## src/hw/rtl/kdtl_pkg.sv

```systemverilog
// ----------------------------------------------------------------------------
// Keyword/date token lexer package
// Shared widths, token kind codes, character codes and keyword tables.
// ----------------------------------------------------------------------------
package kdtl_pkg;

    localparam int POSITION_BITS = 16;
    localparam int KW_COUNT      = 9;

    localparam logic [4:0] KIND_STRING  = 5'd9;
    localparam logic [4:0] KIND_INT     = 5'd10;
    localparam logic [4:0] KIND_DATE    = 5'd11;
    localparam logic [4:0] KIND_LBRACE  = 5'd12;
    localparam logic [4:0] KIND_RBRACE  = 5'd13;
    localparam logic [4:0] KIND_LBRACK  = 5'd14;
    localparam logic [4:0] KIND_RBRACK  = 5'd15;
    localparam logic [4:0] KIND_COLON   = 5'd16;
    localparam logic [4:0] KIND_COMMA   = 5'd17;
    localparam logic [4:0] KIND_SEMI    = 5'd18;
    localparam logic [4:0] KIND_UNKNOWN = 5'd19;
    localparam logic [4:0] KIND_END     = 5'd20;

    localparam logic [7:0] CH_NUL    = 8'h00;
    localparam logic [7:0] CH_TAB    = 8'h09;
    localparam logic [7:0] CH_LF     = 8'h0A;
    localparam logic [7:0] CH_CR     = 8'h0D;
    localparam logic [7:0] CH_SPACE  = 8'h20;
    localparam logic [7:0] CH_QUOTE  = 8'h22;
    localparam logic [7:0] CH_COMMA  = 8'h2C;
    localparam logic [7:0] CH_DASH   = 8'h2D;
    localparam logic [7:0] CH_SLASH  = 8'h2F;
    localparam logic [7:0] CH_COLON  = 8'h3A;
    localparam logic [7:0] CH_SEMI   = 8'h3B;
    localparam logic [7:0] CH_LBRACK = 8'h5B;
    localparam logic [7:0] CH_RBRACK = 8'h5D;
    localparam logic [7:0] CH_LBRACE = 8'h7B;
    localparam logic [7:0] CH_RBRACE = 8'h7D;

    // Keywords are left-justified in 12 characters; the first character is
    // the top byte.
    localparam logic [95:0] KW_TEXT [KW_COUNT] = '{
        "TABLERO     ",
        "COLUMNA     ",
        "tarea       ",
        "prioridad   ",
        "responsable ",
        {"fecha", "_", "limite"},
        "ALTA        ",
        "MEDIA       ",
        "BAJA        "
    };

    localparam logic [3:0] KW_LEN [KW_COUNT] = '{
        4'd7, 4'd7, 4'd5, 4'd9, 4'd11, 4'd12, 4'd4, 4'd5, 4'd4
    };

    typedef struct packed {
        logic [4:0]  token_kind;
        logic [15:0] start_line;
        logic [15:0] start_col;
        logic        last;
    } t_result;

endpackage

```

## src/hw/rtl/kdtl_in_if.sv

```systemverilog
// ----------------------------------------------------------------------------
// Lexer input channel
// One source character or an end-of-input mark per transfer.
// ----------------------------------------------------------------------------
interface kdtl_in_if;
    logic       valid;
    logic       ready;
    logic [7:0] ch;
    logic       end_of_input;

    modport source (output valid, output ch, output end_of_input, input ready);
    modport sink   (input valid, input ch, input end_of_input, output ready);
endinterface

```

## src/hw/rtl/kdtl_out_if.sv

```systemverilog
// ----------------------------------------------------------------------------
// Lexer output channel
// One token with its kind and start position per transfer.
// ----------------------------------------------------------------------------
interface kdtl_out_if;
    logic        valid;
    logic        ready;
    logic [4:0]  token_kind;
    logic [15:0] start_line;
    logic [15:0] start_col;
    logic        last;

    modport source (output valid, output token_kind, output start_line,
                    output start_col, output last, input ready);
    modport sink   (input valid, input token_kind, input start_line,
                    input start_col, input last, output ready);
endinterface

```

## src/hw/rtl/keyword_date_token_lexer.sv

```systemverilog
// ----------------------------------------------------------------------------
// Keyword/date token lexer
// Flow: a transferred character is held in an input register and then scanned;
// its tokens are written to the output buffer as it is scanned.
// Throughput: one character per cycle; tokens leave at one per cycle while the
// receiver is ready, from a four-entry output buffer, which stalls the input
// only when it cannot take two more tokens.
// Reset: scanner in the initial state at line 1, column 1, buffer empty.
// ----------------------------------------------------------------------------
module keyword_date_token_lexer
    import kdtl_pkg::*;
(
    input  logic              i_clk,
    input  logic              i_rst_n,
    kdtl_in_if.sink           i_in,
    kdtl_out_if.source        o_out
);

    typedef enum logic [7:0] {
        M_INIT    = 8'b0000_0001,
        M_IDENT   = 8'b0000_0010,
        M_STR     = 8'b0000_0100,
        M_NUM     = 8'b0000_1000,
        M_MONTH   = 8'b0001_0000,
        M_DAY     = 8'b0010_0000,
        M_SLASH   = 8'b0100_0000,
        M_COMMENT = 8'b1000_0000
    } t_mode;

    localparam logic [POSITION_BITS-1:0] POS_MAX = '1;

    function automatic logic is_letter(input logic [7:0] c);
        return (c >= 8'h61 && c <= 8'h7A) || (c >= 8'h41 && c <= 8'h5A) || c == 8'h5F;
    endfunction

    function automatic logic is_digit(input logic [7:0] c);
        return c >= 8'h30 && c <= 8'h39;
    endfunction

    function automatic logic [15:0] pos16(input logic [POSITION_BITS-1:0] p);
        logic [31:0] wide;
        wide = 32'(p);
        return wide[15:0];
    endfunction

    function automatic logic [8:0] hits_after(input logic [8:0] hits, input logic [3:0] len,
                                              input logic [7:0] c);
        logic [8:0] res;
        logic [3:0] pos;
        res = hits;
        pos = 4'd11 - len;
        for (int k = 0; k < KW_COUNT; k++) begin
            if (len >= KW_LEN[k]) begin
                res[k] = 1'b0;
            end else if (KW_TEXT[k][{pos, 3'b000} +: 8] != c) begin
                res[k] = 1'b0;
            end
        end
        return res;
    endfunction

    function automatic logic [4:0] delim_kind(input logic [7:0] c);
        logic [4:0] kind;
        unique case (c)
            CH_LBRACE: kind = KIND_LBRACE;
            CH_RBRACE: kind = KIND_RBRACE;
            CH_LBRACK: kind = KIND_LBRACK;
            CH_RBRACK: kind = KIND_RBRACK;
            CH_COLON:  kind = KIND_COLON;
            CH_COMMA:  kind = KIND_COMMA;
            CH_SEMI:   kind = KIND_SEMI;
            default:   kind = KIND_UNKNOWN;
        endcase
        return kind;
    endfunction

    logic                     r_in_vld;
    logic [7:0]               r_in_ch;
    logic                     r_in_eoi;

    t_mode                    r_mode, n_mode;
    logic [POSITION_BITS-1:0] r_cur_line, n_cur_line;
    logic [POSITION_BITS-1:0] r_cur_col, n_cur_col;
    logic [15:0]              r_tok_line, n_tok_line;
    logic [15:0]              r_tok_col, n_tok_col;
    logic [2:0]               r_dc, n_dc;
    logic [8:0]               r_hits, n_hits;
    logic [3:0]               r_len, n_len;

    t_result                  r_buf [4];
    logic [1:0]               r_wr_ptr;
    logic [1:0]               r_rd_ptr;
    logic [2:0]               r_count;

    logic                     w_step;
    logic                     w_pop;
    logic [1:0]               w_push;
    logic [4:0]               w_ident_kind;
    logic                     emit_a, emit_b, again;
    logic [4:0]               kind_a, kind_b;
    logic [15:0]              cur_line16, cur_col16;
    t_result                  w_res0, w_res1;

    assign w_step      = r_in_vld && (r_count <= 3'd2);
    assign i_in.ready  = !r_in_vld || w_step;
    assign w_pop       = (r_count != 3'd0) && o_out.ready;
    assign cur_line16  = pos16(r_cur_line);
    assign cur_col16   = pos16(r_cur_col);

    always_comb begin
        w_ident_kind = KIND_UNKNOWN;
        for (int k = KW_COUNT - 1; k >= 0; k--) begin
            if (r_hits[k] && KW_LEN[k] == r_len) begin
                w_ident_kind = 5'(k);
            end
        end
    end

    always_comb begin
        n_mode     = r_mode;
        n_cur_line = r_cur_line;
        n_cur_col  = r_cur_col;
        n_tok_line = r_tok_line;
        n_tok_col  = r_tok_col;
        n_dc       = r_dc;
        n_hits     = r_hits;
        n_len      = r_len;
        emit_a     = 1'b0;
        kind_a     = KIND_UNKNOWN;
        emit_b     = 1'b0;
        kind_b     = KIND_UNKNOWN;
        again      = 1'b0;
        if (r_in_eoi) begin
            unique case (r_mode)
                M_IDENT: begin
                    emit_a = 1'b1;
                    kind_a = w_ident_kind;
                end
                M_STR, M_SLASH: begin
                    emit_a = 1'b1;
                    kind_a = KIND_UNKNOWN;
                end
                M_NUM, M_MONTH: begin
                    emit_a = 1'b1;
                    kind_a = KIND_INT;
                end
                M_DAY: begin
                    emit_a = 1'b1;
                    kind_a = (r_dc == 3'd2) ? KIND_DATE : KIND_INT;
                end
                default: begin
                end
            endcase
            emit_b = 1'b1;
            kind_b = KIND_END;
            n_mode = M_INIT;
        end else begin
            unique case (r_mode)
                M_IDENT: begin
                    if (is_letter(r_in_ch) || is_digit(r_in_ch)) begin
                        n_hits = hits_after(r_hits, r_len, r_in_ch);
                        n_len  = (r_len < 4'd15) ? r_len + 4'd1 : r_len;
                    end else begin
                        emit_a = 1'b1;
                        kind_a = w_ident_kind;
                        again  = 1'b1;
                    end
                end
                M_STR: begin
                    if (r_in_ch == CH_QUOTE) begin
                        emit_a = 1'b1;
                        kind_a = KIND_STRING;
                        n_mode = M_INIT;
                    end else if (r_in_ch == CH_LF || r_in_ch == CH_NUL) begin
                        emit_a = 1'b1;
                        kind_a = KIND_UNKNOWN;
                        again  = 1'b1;
                    end
                end
                M_NUM: begin
                    if (is_digit(r_in_ch)) begin
                        n_dc = (r_dc < 3'd7) ? r_dc + 3'd1 : r_dc;
                    end else if (r_in_ch == CH_DASH && r_dc == 3'd4) begin
                        n_mode = M_MONTH;
                        n_dc   = 3'd0;
                    end else begin
                        emit_a = 1'b1;
                        kind_a = KIND_INT;
                        again  = 1'b1;
                    end
                end
                M_MONTH: begin
                    if (is_digit(r_in_ch) && r_dc < 3'd2) begin
                        n_dc = r_dc + 3'd1;
                    end else if (r_dc == 3'd2 && r_in_ch == CH_DASH) begin
                        n_mode = M_DAY;
                        n_dc   = 3'd0;
                    end else begin
                        emit_a = 1'b1;
                        kind_a = KIND_INT;
                        again  = 1'b1;
                    end
                end
                M_DAY: begin
                    if (is_digit(r_in_ch) && r_dc < 3'd2) begin
                        n_dc = r_dc + 3'd1;
                    end else begin
                        emit_a = 1'b1;
                        kind_a = (r_dc == 3'd2 && !is_digit(r_in_ch)) ? KIND_DATE : KIND_INT;
                        again  = 1'b1;
                    end
                end
                M_SLASH: begin
                    if (r_in_ch == CH_SLASH) begin
                        n_mode = M_COMMENT;
                    end else begin
                        emit_a = 1'b1;
                        kind_a = KIND_UNKNOWN;
                        again  = 1'b1;
                    end
                end
                M_COMMENT: begin
                    if (r_in_ch == CH_LF) begin
                        again = 1'b1;
                    end
                end
                default: begin
                    again = 1'b1;
                end
            endcase

            if (again) begin
                n_mode = M_INIT;
                if (r_in_ch == CH_SPACE || r_in_ch == CH_TAB || r_in_ch == CH_CR
                        || r_in_ch == CH_LF) begin
                    n_mode = M_INIT;
                end else if (r_in_ch == CH_SLASH) begin
                    n_tok_line = cur_line16;
                    n_tok_col  = cur_col16;
                    n_mode     = M_SLASH;
                end else if (is_letter(r_in_ch)) begin
                    n_tok_line = cur_line16;
                    n_tok_col  = cur_col16;
                    n_mode     = M_IDENT;
                    n_hits     = hits_after(9'h1FF, 4'd0, r_in_ch);
                    n_len      = 4'd1;
                end else if (r_in_ch == CH_QUOTE) begin
                    n_tok_line = cur_line16;
                    n_tok_col  = cur_col16;
                    n_mode     = M_STR;
                end else if (is_digit(r_in_ch)) begin
                    n_tok_line = cur_line16;
                    n_tok_col  = cur_col16;
                    n_mode     = M_NUM;
                    n_dc       = 3'd1;
                end else begin
                    emit_b = 1'b1;
                    kind_b = delim_kind(r_in_ch);
                end
            end

            if (r_in_ch == CH_LF) begin
                if (r_cur_line < POS_MAX) begin
                    n_cur_line = r_cur_line + POSITION_BITS'(1);
                end
                n_cur_col = POSITION_BITS'(1);
            end else if (r_cur_col < POS_MAX) begin
                n_cur_col = r_cur_col + POSITION_BITS'(1);
            end
        end
    end

    assign w_push = {1'b0, emit_a} + {1'b0, emit_b};

    always_comb begin
        w_res0.token_kind = emit_a ? kind_a : kind_b;
        w_res0.start_line = emit_a ? r_tok_line : cur_line16;
        w_res0.start_col  = emit_a ? r_tok_col : cur_col16;
        w_res0.last       = (w_push == 2'd1);
        w_res1.token_kind = kind_b;
        w_res1.start_line = cur_line16;
        w_res1.start_col  = cur_col16;
        w_res1.last       = 1'b1;
    end

    always_ff @(posedge i_clk) begin
        if (!i_rst_n) begin
            r_in_vld   <= 1'b0;
            r_mode     <= M_INIT;
            r_cur_line <= POSITION_BITS'(1);
            r_cur_col  <= POSITION_BITS'(1);
            r_dc       <= 3'd0;
            r_hits     <= 9'd0;
            r_len      <= 4'd0;
            r_wr_ptr   <= 2'd0;
            r_rd_ptr   <= 2'd0;
            r_count    <= 3'd0;
        end else begin
            if (i_in.ready) begin
                r_in_vld <= i_in.valid;
            end
            if (w_step) begin
                r_mode     <= n_mode;
                r_cur_line <= n_cur_line;
                r_cur_col  <= n_cur_col;
                r_dc       <= n_dc;
                r_hits     <= n_hits;
                r_len      <= n_len;
                r_wr_ptr   <= r_wr_ptr + w_push;
            end
            if (w_pop) begin
                r_rd_ptr <= r_rd_ptr + 2'd1;
            end
            r_count <= r_count + (w_step ? {1'b0, w_push} : 3'd0) - {2'b00, w_pop};
        end
    end

    always_ff @(posedge i_clk) begin
        if (i_in.ready && i_in.valid) begin
            r_in_ch  <= i_in.ch;
            r_in_eoi <= i_in.end_of_input;
        end
        if (w_step) begin
            r_tok_line <= n_tok_line;
            r_tok_col  <= n_tok_col;
            if (w_push != 2'd0) begin
                r_buf[r_wr_ptr] <= w_res0;
            end
            if (w_push == 2'd2) begin
                r_buf[r_wr_ptr + 2'd1] <= w_res1;
            end
        end
    end

    assign o_out.valid      = (r_count != 3'd0);
    assign o_out.token_kind = r_buf[r_rd_ptr].token_kind;
    assign o_out.start_line = r_buf[r_rd_ptr].start_line;
    assign o_out.start_col  = r_buf[r_rd_ptr].start_col;
    assign o_out.last       = r_buf[r_rd_ptr].last;

    a_count_bound: assert property (@(posedge i_clk) disable iff (!i_rst_n)
        r_count <= 3'd4)
        else $error("output buffer count out of range");

    a_eoi_emits: assert property (@(posedge i_clk) disable iff (!i_rst_n)
        (w_step && r_in_eoi) |-> (w_push != 2'd0))
        else $error("end of input produced no end token");

    a_eoi_mode: assert property (@(posedge i_clk) disable iff (!i_rst_n)
        (w_step && r_in_eoi) |=> (r_mode == M_INIT))
        else $error("scanner not back in initial state after end of input");

    a_line_monotonic: assert property (@(posedge i_clk) disable iff (!i_rst_n)
        w_step |=> (r_cur_line >= $past(r_cur_line)))
        else $error("line counter went backwards");

endmodule

```

## src/flat_wrapper.sv

```systemverilog
// flat-port wrapper written by rule: the top's interface ports become plain ports
module keyword_date_token_lexer_flat import kdtl_pkg::*;
  (i_clk, i_rst_n, i_in_valid, i_in_ch, i_in_end_of_input, i_in_ready, o_out_valid, o_out_token_kind, o_out_start_line, o_out_start_col, o_out_last, o_out_ready);
  kdtl_in_if i_in_i ();
  kdtl_out_if o_out_i ();
  input  logic i_clk;
  input  logic i_rst_n;
  input wire logic [$bits(i_in_i.valid)-1:0] i_in_valid;
  input wire logic [$bits(i_in_i.ch)-1:0] i_in_ch;
  input wire logic [$bits(i_in_i.end_of_input)-1:0] i_in_end_of_input;
  output wire logic [$bits(i_in_i.ready)-1:0] i_in_ready;
  output wire logic [$bits(o_out_i.valid)-1:0] o_out_valid;
  output wire logic [$bits(o_out_i.token_kind)-1:0] o_out_token_kind;
  output wire logic [$bits(o_out_i.start_line)-1:0] o_out_start_line;
  output wire logic [$bits(o_out_i.start_col)-1:0] o_out_start_col;
  output wire logic [$bits(o_out_i.last)-1:0] o_out_last;
  input wire logic [$bits(o_out_i.ready)-1:0] o_out_ready;
  assign i_in_i.valid = i_in_valid;
  assign i_in_i.ch = i_in_ch;
  assign i_in_i.end_of_input = i_in_end_of_input;
  assign i_in_ready = i_in_i.ready;
  assign o_out_valid = o_out_i.valid;
  assign o_out_token_kind = o_out_i.token_kind;
  assign o_out_start_line = o_out_i.start_line;
  assign o_out_start_col = o_out_i.start_col;
  assign o_out_last = o_out_i.last;
  assign o_out_i.ready = o_out_ready;
  keyword_date_token_lexer u_core (.i_clk(i_clk), .i_rst_n(i_rst_n), .i_in(i_in_i), .o_out(o_out_i));
endmodule
```

## config.mk

```make
export PLATFORM = sky130hd
export DESIGN_NAME = keyword_date_token_lexer_flat
export DESIGN_NICKNAME = d
export VERILOG_FILES = /design/src/hw/rtl/kdtl_pkg.sv /design/src/hw/rtl/kdtl_in_if.sv /design/src/hw/rtl/kdtl_out_if.sv /design/src/hw/rtl/keyword_date_token_lexer.sv /design/src/flat_wrapper.sv
export SDC_FILE = /design/constraint.sdc
export NUM_CORES = 1
export LEC_CHECK = 0
export ABC_AREA = 0
export BUFFER_PORTS_ARGS = -buffer_cell sky130_fd_sc_hd__buf_2
export CAP_MARGIN = 20
export CORE_AREA = 2 2 161 163
export DETAILED_ROUTE_END_ITERATION = 8
export DIE_AREA = 0 0 163 165
export PLACE_DENSITY = 0.78
export SYNTH_ARGS = -nofsm -noshare
export SYNTH_HDL_FRONTEND = slang
export SYNTH_SLANG_ARGS = --single-unit
```

## constraint.sdc

```tcl
create_clock -name i_clk -period 4.15 [get_ports i_clk]
set_clock_uncertainty 0.2 [all_clocks]
set_input_delay 0.83 -clock i_clk [delete_from_list [all_inputs] [get_ports i_clk]]
set_output_delay 0.83 -clock i_clk [all_outputs]
set_load 0.005 [all_outputs]
```

* Yosys cells after proc, flatten, opt, wreduce, memory -nomap -nowiden *
Memories as Yosys holds them, arrays and structs flattened. A register that Yosys moved wholly into a read port is not among the register bits.
Cells that the tools add are included.

word-level totals
  logic and storage cells = 294
  memories kept = 1
  register bits after elaboration = 105
  output and inout port bits = 40
  input bits = 13
  RAM bits = 152

memories
  name          words  width  rd ports  clocked after memory_dff  write ports  RTL line                        text
  u_core.r_buf  4      38     1         1                         2            keyword_date_token_lexer.sv:90  t_result r_buf [4];

operators by class
  order comparisons = 18
  bitwise logic cells = 2
  equal/unequal tests = 56
  shifts and indexed selects = 9
  reductions and logical operators = 42
  muxes and demuxes = 141
  add/sub/neg operators = 11

operator list
  kind                                                                          number
  96-bit by 8-bit variable part select with 8-bit output, first input constant  9
  16-bit two-way mux                                                            12
  5-bit two-way mux                                                             25
  8-bit two-way mux                                                             12
  7-bit by 8-bit inequality test with 1-bit output, first input constant        9
  8-bit inequality test                                                         9
  8-bit by 6-bit equality test with 1-bit output, second input constant         8
  1-bit two-way mux                                                             56
  9-bit two-way mux                                                             6
  8-bit by 7-bit equality test with 1-bit output, second input constant         6
  3-bit two-way mux                                                             12
  5-bit case mux with 7 select lines                                            1
  16-bit by 1-bit adder with 16-bit output, second input constant               2
  8-bit by 4-bit equality test with 1-bit output, second input constant         4
  16-bit < comparator, second input constant                                    2
  4-bit two-way mux                                                             8
  8-bit case mux with 4 select lines                                            1
  5-bit case mux with 5 select lines                                            1
  1-bit logical AND                                                             19
  8-bit by 7-bit >= comparator with 1-bit output, second input constant         2
  8-bit by 7-bit <= comparator with 1-bit output, second input constant         2
  4-bit by 1-bit inequality test with 1-bit output, second input constant       4
  5-bit case mux with 3 select lines                                            1
  3-bit by 4-bit equality test with 1-bit output, first input constant          3
  other kinds (45)                                                              65

* Longest topological paths before layout *
  depth in word-level cells = 15
  gate-level depth with buffers = 16
  mapped depth without buffers = 15

* Worst setup path after synthesis *
Ideal clock, no wire load.

  kind = flip-flop to flip-flop
  start point = register u_core.r_in_ch[7]
  end point = memory u_core.r_buf[3][10] in the netlist's numbering, enable pin
  arrival = 3.779 ns
  period minus slack after synthesis = 4.491 ns
  library setup time = 0.512 ns
  buffers on the path = 3
  stages on the path, launching flop included = 14
  data required time = 3.438 ns
  path slack = -0.341 ns
  cells stage by stage = edfxtp_1 -> buf_6 -> or4b_1 -> buf_2 -> nor3_1 -> a221oi_1 -> or4_1 -> clkbuf_1 -> o31a_1 -> inv_2 -> ha_1 -> nor2_1 -> nand3_1 -> nand2_1

RTL lines
  item                    RTL line                         text
  start, declared         keyword_date_token_lexer.sv:78   logic [7:0] r_in_ch;
  start signal, assigned  keyword_date_token_lexer.sv:320  r_in_ch <= i_in.ch;
  end, declared           keyword_date_token_lexer.sv:90

* Worst setup path after layout *
  start point = register u_core.r_in_ch[4]
  end point = register u_core.r_count[2]

on the way
  word-level cells in the longest chain between the ends = 14
  elaborated cells on any way between the ends = 54
  those cells by class = 3 x add/sub; 6 x order compare; 8 x eq/ne; 23 x mux; 14 x reduce/logical

ends and longest elaborated chain
  item                                                                                                              RTL line                         text
  8-bit by 7-bit >= comparator with 1-bit output or 8-bit by 7-bit <= comparator with 1-bit output (tied branches)  keyword_date_token_lexer.sv:33   return (c >= 8'h61 && c <= 8'h7A) || (c >= 8'h41 && c <= 8'h5A) || c == 8'h5F;
  1-bit logical AND                                                                                                 keyword_date_token_lexer.sv:33
  1-bit logical OR (2 in series)                                                                                    keyword_date_token_lexer.sv:33
  1-bit logical OR                                                                                                  keyword_date_token_lexer.sv:160  if (is_letter(r_in_ch) || is_digit(r_in_ch)) begin
  1-bit two-way mux                                                                                                 keyword_date_token_lexer.sv:160
  1-bit case mux with 7 select lines                                                                                keyword_date_token_lexer.sv:158  unique case (r_mode)
  1-bit two-way mux                                                                                                 keyword_date_token_lexer.sv:133  if (r_in_eoi) begin
  1-bit two-way mux                                                                                                 keyword_date_token_lexer.sv:232  if (again) begin
  1-bit two-way mux                                                                                                 keyword_date_token_lexer.sv:133
  1-bit by 1-bit adder with 2-bit output (*)                                                                        keyword_date_token_lexer.sv:273  assign w_push = {1'b0, emit_a} + {1'b0, emit_b};
  2-bit two-way mux (*)                                                                                             keyword_date_token_lexer.sv:314  r_count <= r_count + (w_step ? {1'b0, w_push} : 3'd0) - {2'b00, w_pop};
  3-bit adder (*)                                                                                                   keyword_date_token_lexer.sv:314
  3-bit by 1-bit subtractor with 3-bit output (*)                                                                   keyword_date_token_lexer.sv:314
  end signal, assigned                                                                                              keyword_date_token_lexer.sv:314
  end, declared                                                                                                     keyword_date_token_lexer.sv:93   logic [2:0] r_count;

Mark *: on every way between the ends. The rest lies on a longest branch, timed or not. The select of a mux whose other input is x is not followed.
A chain may end at the register's enable or synchronous reset.

==> metrics.log <==
INFO  metric final_layout_size_suffix_gt1_share = 19.2%
INFO  metric synth_top_area_share = around 40%
INFO  metric vias_per_cell = roughly 6.6
INFO  metric sequentialPowerShare = 46.3%
INFO  metric end_kind = flop
INFO  metric fp.dieH = between 150 and 200 um
INFO  metric power_switching_share = 25.8%
INFO  metric hpwl = between 20,000 and 25,000 um
INFO  metric routedWlPerCell = between 20 and 25 um
INFO  metric chipWidth = approximately 160 um
INFO  metric detail_route.wirelength = ~36,000 um
INFO  metric final_design_instance_area_without_fill = 15,700 um2
INFO  metric post_synth_num_cell_types = 75
INFO  metric power.share.combinational = between 10% and 20%
INFO  metric grt_pass1_wl = around 56,000 um
INFO  metric nets = between 1,000 and 1,500
INFO  metric syn_nets = around 1,200
INFO  metric worst_ir_drop_vdd = around 0.31 mV
INFO  metric timing.reg2reg.worst_path_depth = 11
INFO  metric yosysSeqAreaShare = between 50 and 60%
INFO  metric holdPathStages = 1
INFO  metric post-route-min-period = between 3000 and 4000 ps
INFO  metric power.switching = 1.68 mW
INFO  metric post-route-drc-count = 0
INFO  metric final_cell_count_no_fill = 1,619
INFO  metric gpl.final_weighted_congestion = 0.953
INFO  metric cts_made_buffers = 26
INFO  metric power.density = approximately 410 nW/um2
INFO  metric totalPowerFinal = 6.50 mW
INFO  metric final_antenna_net_count = 0
INFO  metric clock.fmax = 250 MHz
INFO  metric timing.max_cap.violations = 0
INFO  metric drtIter0Drc = roughly 1,400
INFO  metric setup.worst_path.class = flop to flop
INFO  metric power.internal = slightly below 5 mW
INFO  metric yosys_register_bits = between 200 and 300
INFO  metric fin_hold_ws = around 260 ps
INFO  metric cp.required = about 4400 ps
INFO  metric slew_headroom = about half
INFO  metric cts_max_path_buffers = 3
INFO  metric worstSetupStartpoint = u_core.r_in_ch[4]
INFO  metric design.die.area = roughly 27,000 um2
INFO  metric initial_cell_density_of_the_core = a little under three fifths
INFO  metric grt_pass1_vias = around 10,000
INFO  metric antenna_cells = 0
INFO  metric dr_total_vias = ~11,000
INFO  metric grt_max_degree = 39
INFO  metric leading_post_synthesis_cells_by_cell_area = edfxtp_1 41%, dfxtp_1 10%, a22o_1 8.2%
INFO  metric min-delay-path-class = input pin to flop
INFO  metric worstMarginPinSlew = around 720 ps
INFO  metric clockRootBuffer = clkbuf_16
INFO  metric tritoncts = done
INFO  metric clkPwrFrac = 36.6%
INFO  metric grt_antenna_before_repair = 0
INFO  metric worstSkewPairLatency = 550 ps
INFO  metric r2r_start = u_core.r_in_ch[4]
INFO  metric global_route.overflow_total = 0
INFO  metric crit_arrival = 4230 ps
INFO  metric yosysWarnings = 0
INFO  metric ioPinCount = 53
INFO  metric outcome = finished clean
INFO  metric reg2reg_slack = 150 ps
INFO  metric rr_endpoint = u_core.r_count[2]
INFO  metric post-synth-top-area-cell = edfxtp_1
INFO  metric timing.final.hold_violations = 0
INFO  metric synth_edf_count = around 190
INFO  metric share_of_the_clock_period_used_by_the_worst_path_after_layout = 96.4%
INFO  metric cts_sinks = about 260
INFO  metric io_buf_count = 52
INFO  metric detail_route.first_pass.iterations = 6
INFO  metric placed_area = approximately 15,000 um2
INFO  metric worstPathMaxFanout = 7
INFO  metric placementRows = 58
INFO  metric design.core.area = between 20,000 and 30,000 um2
INFO  metric synth-main-ff-cell = edfxtp_1
INFO  metric timing.critical_path.to = u_core.r_count[2]
INFO  metric hold_path_startpoint = i_in_ch[4]
INFO  metric p_leak = approximately 5.2 nW
INFO  metric postCtsHoldBufs = 0
INFO  metric setup.worst_path.start_class = flop
INFO  metric maximum_level_of_the_cts_h_tree = 1
INFO  metric postSynthAreaPerCell = ~11 um2
INFO  metric netlist_instances = around 1,200
INFO  metric dp.cells = 1,566
INFO  metric growth_of_design_area_from_synthesis_to_finish = 13.6%
INFO  metric final_number_of_max_transition_violations = 0
INFO  metric total_routing_resource_utilization_after_global_routing = a little over a quarter
INFO  metric netlist_area = 13,800 um2
INFO  metric postSynth.asyncResetShare = 0%
INFO  metric cts.reportedPaths.clkPinSlew = 60 ps
INFO  metric finalSetupViolCount = 0
## worst min path at each step
stage	to	slack, ps
floorplan	u_core.r_tok_col[10]	210
global placement	u_core.r_buf[2][0]	250
detailed placement	u_core.r_buf[1][0]	260
CTS	u_core.r_in_eoi	240
global route	u_core.r_in_eoi	250
finish	u_core.r_in_ch[4]	260
## cells in the final DEF (no fill, tap or decap), types with 11 or more instances in the layout
cell type and count:
or3_1 17, a21oi_1 48, xnor2_1 45, edfxtp_1 189
o21ai_0 42, xor2_1 23, buf_2 52, clkbuf_16 27
nand2_1 82, nand3_1 48, ha_1 26, buf_4 69
mux4_2 38, and2_1 20, or4_1 11, a22o_1 130
dfxtp_1 68, nor3_1 18, o22ai_1 25, nand4_1 18
nor2_1 58, inv_1 27
## worst max-delay path, stage by stage, from the launching register on
cell,delay [ps]
edfxtp_1,410
or4b_4,610
nor3_1,300
nor3_2,80
or4_1,550
o31a_1,340
ha_1,370
and3_1,190
ha_1,190
fa_1,380
xnor2_1,180
nor2_1,60
## area by class of cell
cell class	instances	area [um2]
Inverter	30	113
Tap cell	330	413
Clock buffer	42	812
Multi-Input combinational cell	822	6250
Timing Repair Buffer	130	966
Sequential cell	259	7080
Clock inverter	6	68.8
Fill cell	1900	9340
## flip-flops by register name (all words and copies together) (netlist names), 3 cells and up, named ones only
name               cells
u_core.r_count         3
u_core.r_dc            3
u_core.r_in_ch         8
u_core.r_mode          8
u_core.r_hits          9
u_core.r_tok_line     16
u_core.r_tok_col      16
u_core.cur_line16     16
u_core.cur_col16      16
u_core.r_buf         152
u_core.r_len           4
## per-stage QoR
| step | TNS, ps | utilization [%] | worst slack, ps |
|---|---|---|---|
| after floorplan | 0 | - | 12.9 |
| after global placement | 0 | 58.8 | 153 |
| after detailed placement | 0 | 58.8 | 65.8 |
| after CTS | 0 | 62.3 | 18.7 |
| after global routing | -16.5 | 62.7 | -16.5 |
| final | 0 | 62.7 | 151 |
## cell families after synthesis
logic type	after synthesis	synth area share, %
and+or+nand+nor	346	12.9
DFF	259	51.2
muxes	48	6.95
xor gates and xnor gates	68	4.31
buffers and inverters	129	4.16
AOI/OAI and AO/OA	332	18.0
adders and majority gates	27	2.50
## synth_stat cells (10+ instances only)
library cell  count
a21oi_1          48
a22o_1          130
and2_1           20
buf_1            10
buf_6            11
clkbuf_1         72
dfxtp_1          70
edfxtp_1        189
ha_1             26
inv_1            27
mux4_2           38
nand2_1          88
nand3_1          50
nand4_1          18
nor2_1           63
nor3_1           19
o21ai_0          42
o22ai_1          25
or3_1            17
or4_1            11
xnor2_1          45
xor2_1           23
## power groups by stage
stage	clock network, mW	registers [mW]	logic [mW]
after floorplan	0	2.99	0.755
after global placement	0	3.08	1.05
after detailed placement	0	3.08	1.08
after CTS	2.40	3.03	1.08
after global routing	2.50	3.03	1.21
final	2.38	3.01	1.12
## layer usage
| metal | vias to the layer above | wire, um | track usage (%) |
|---|---|---|---|
| li1 | 4812 | - | - |
| met1 | 5307 | 14900 | 36.8 |
| met2 | 528 | 17600 | 43.8 |
| met3 | 67 | 3070 | 4.67 |
| met4 | 0 | 790 | 7.60 |
| met5 | - | 0 | 0 |
## timing repair
action / 4_1_cts / 5_1_grt
resized for setup: 0 / 8
setup endpoints to repair: 0 / 167
endpoints found under the hold margin: 0 / 0
setup buffers: 0 / 2
No activity file was read; power rests on OpenSTA's default activity.
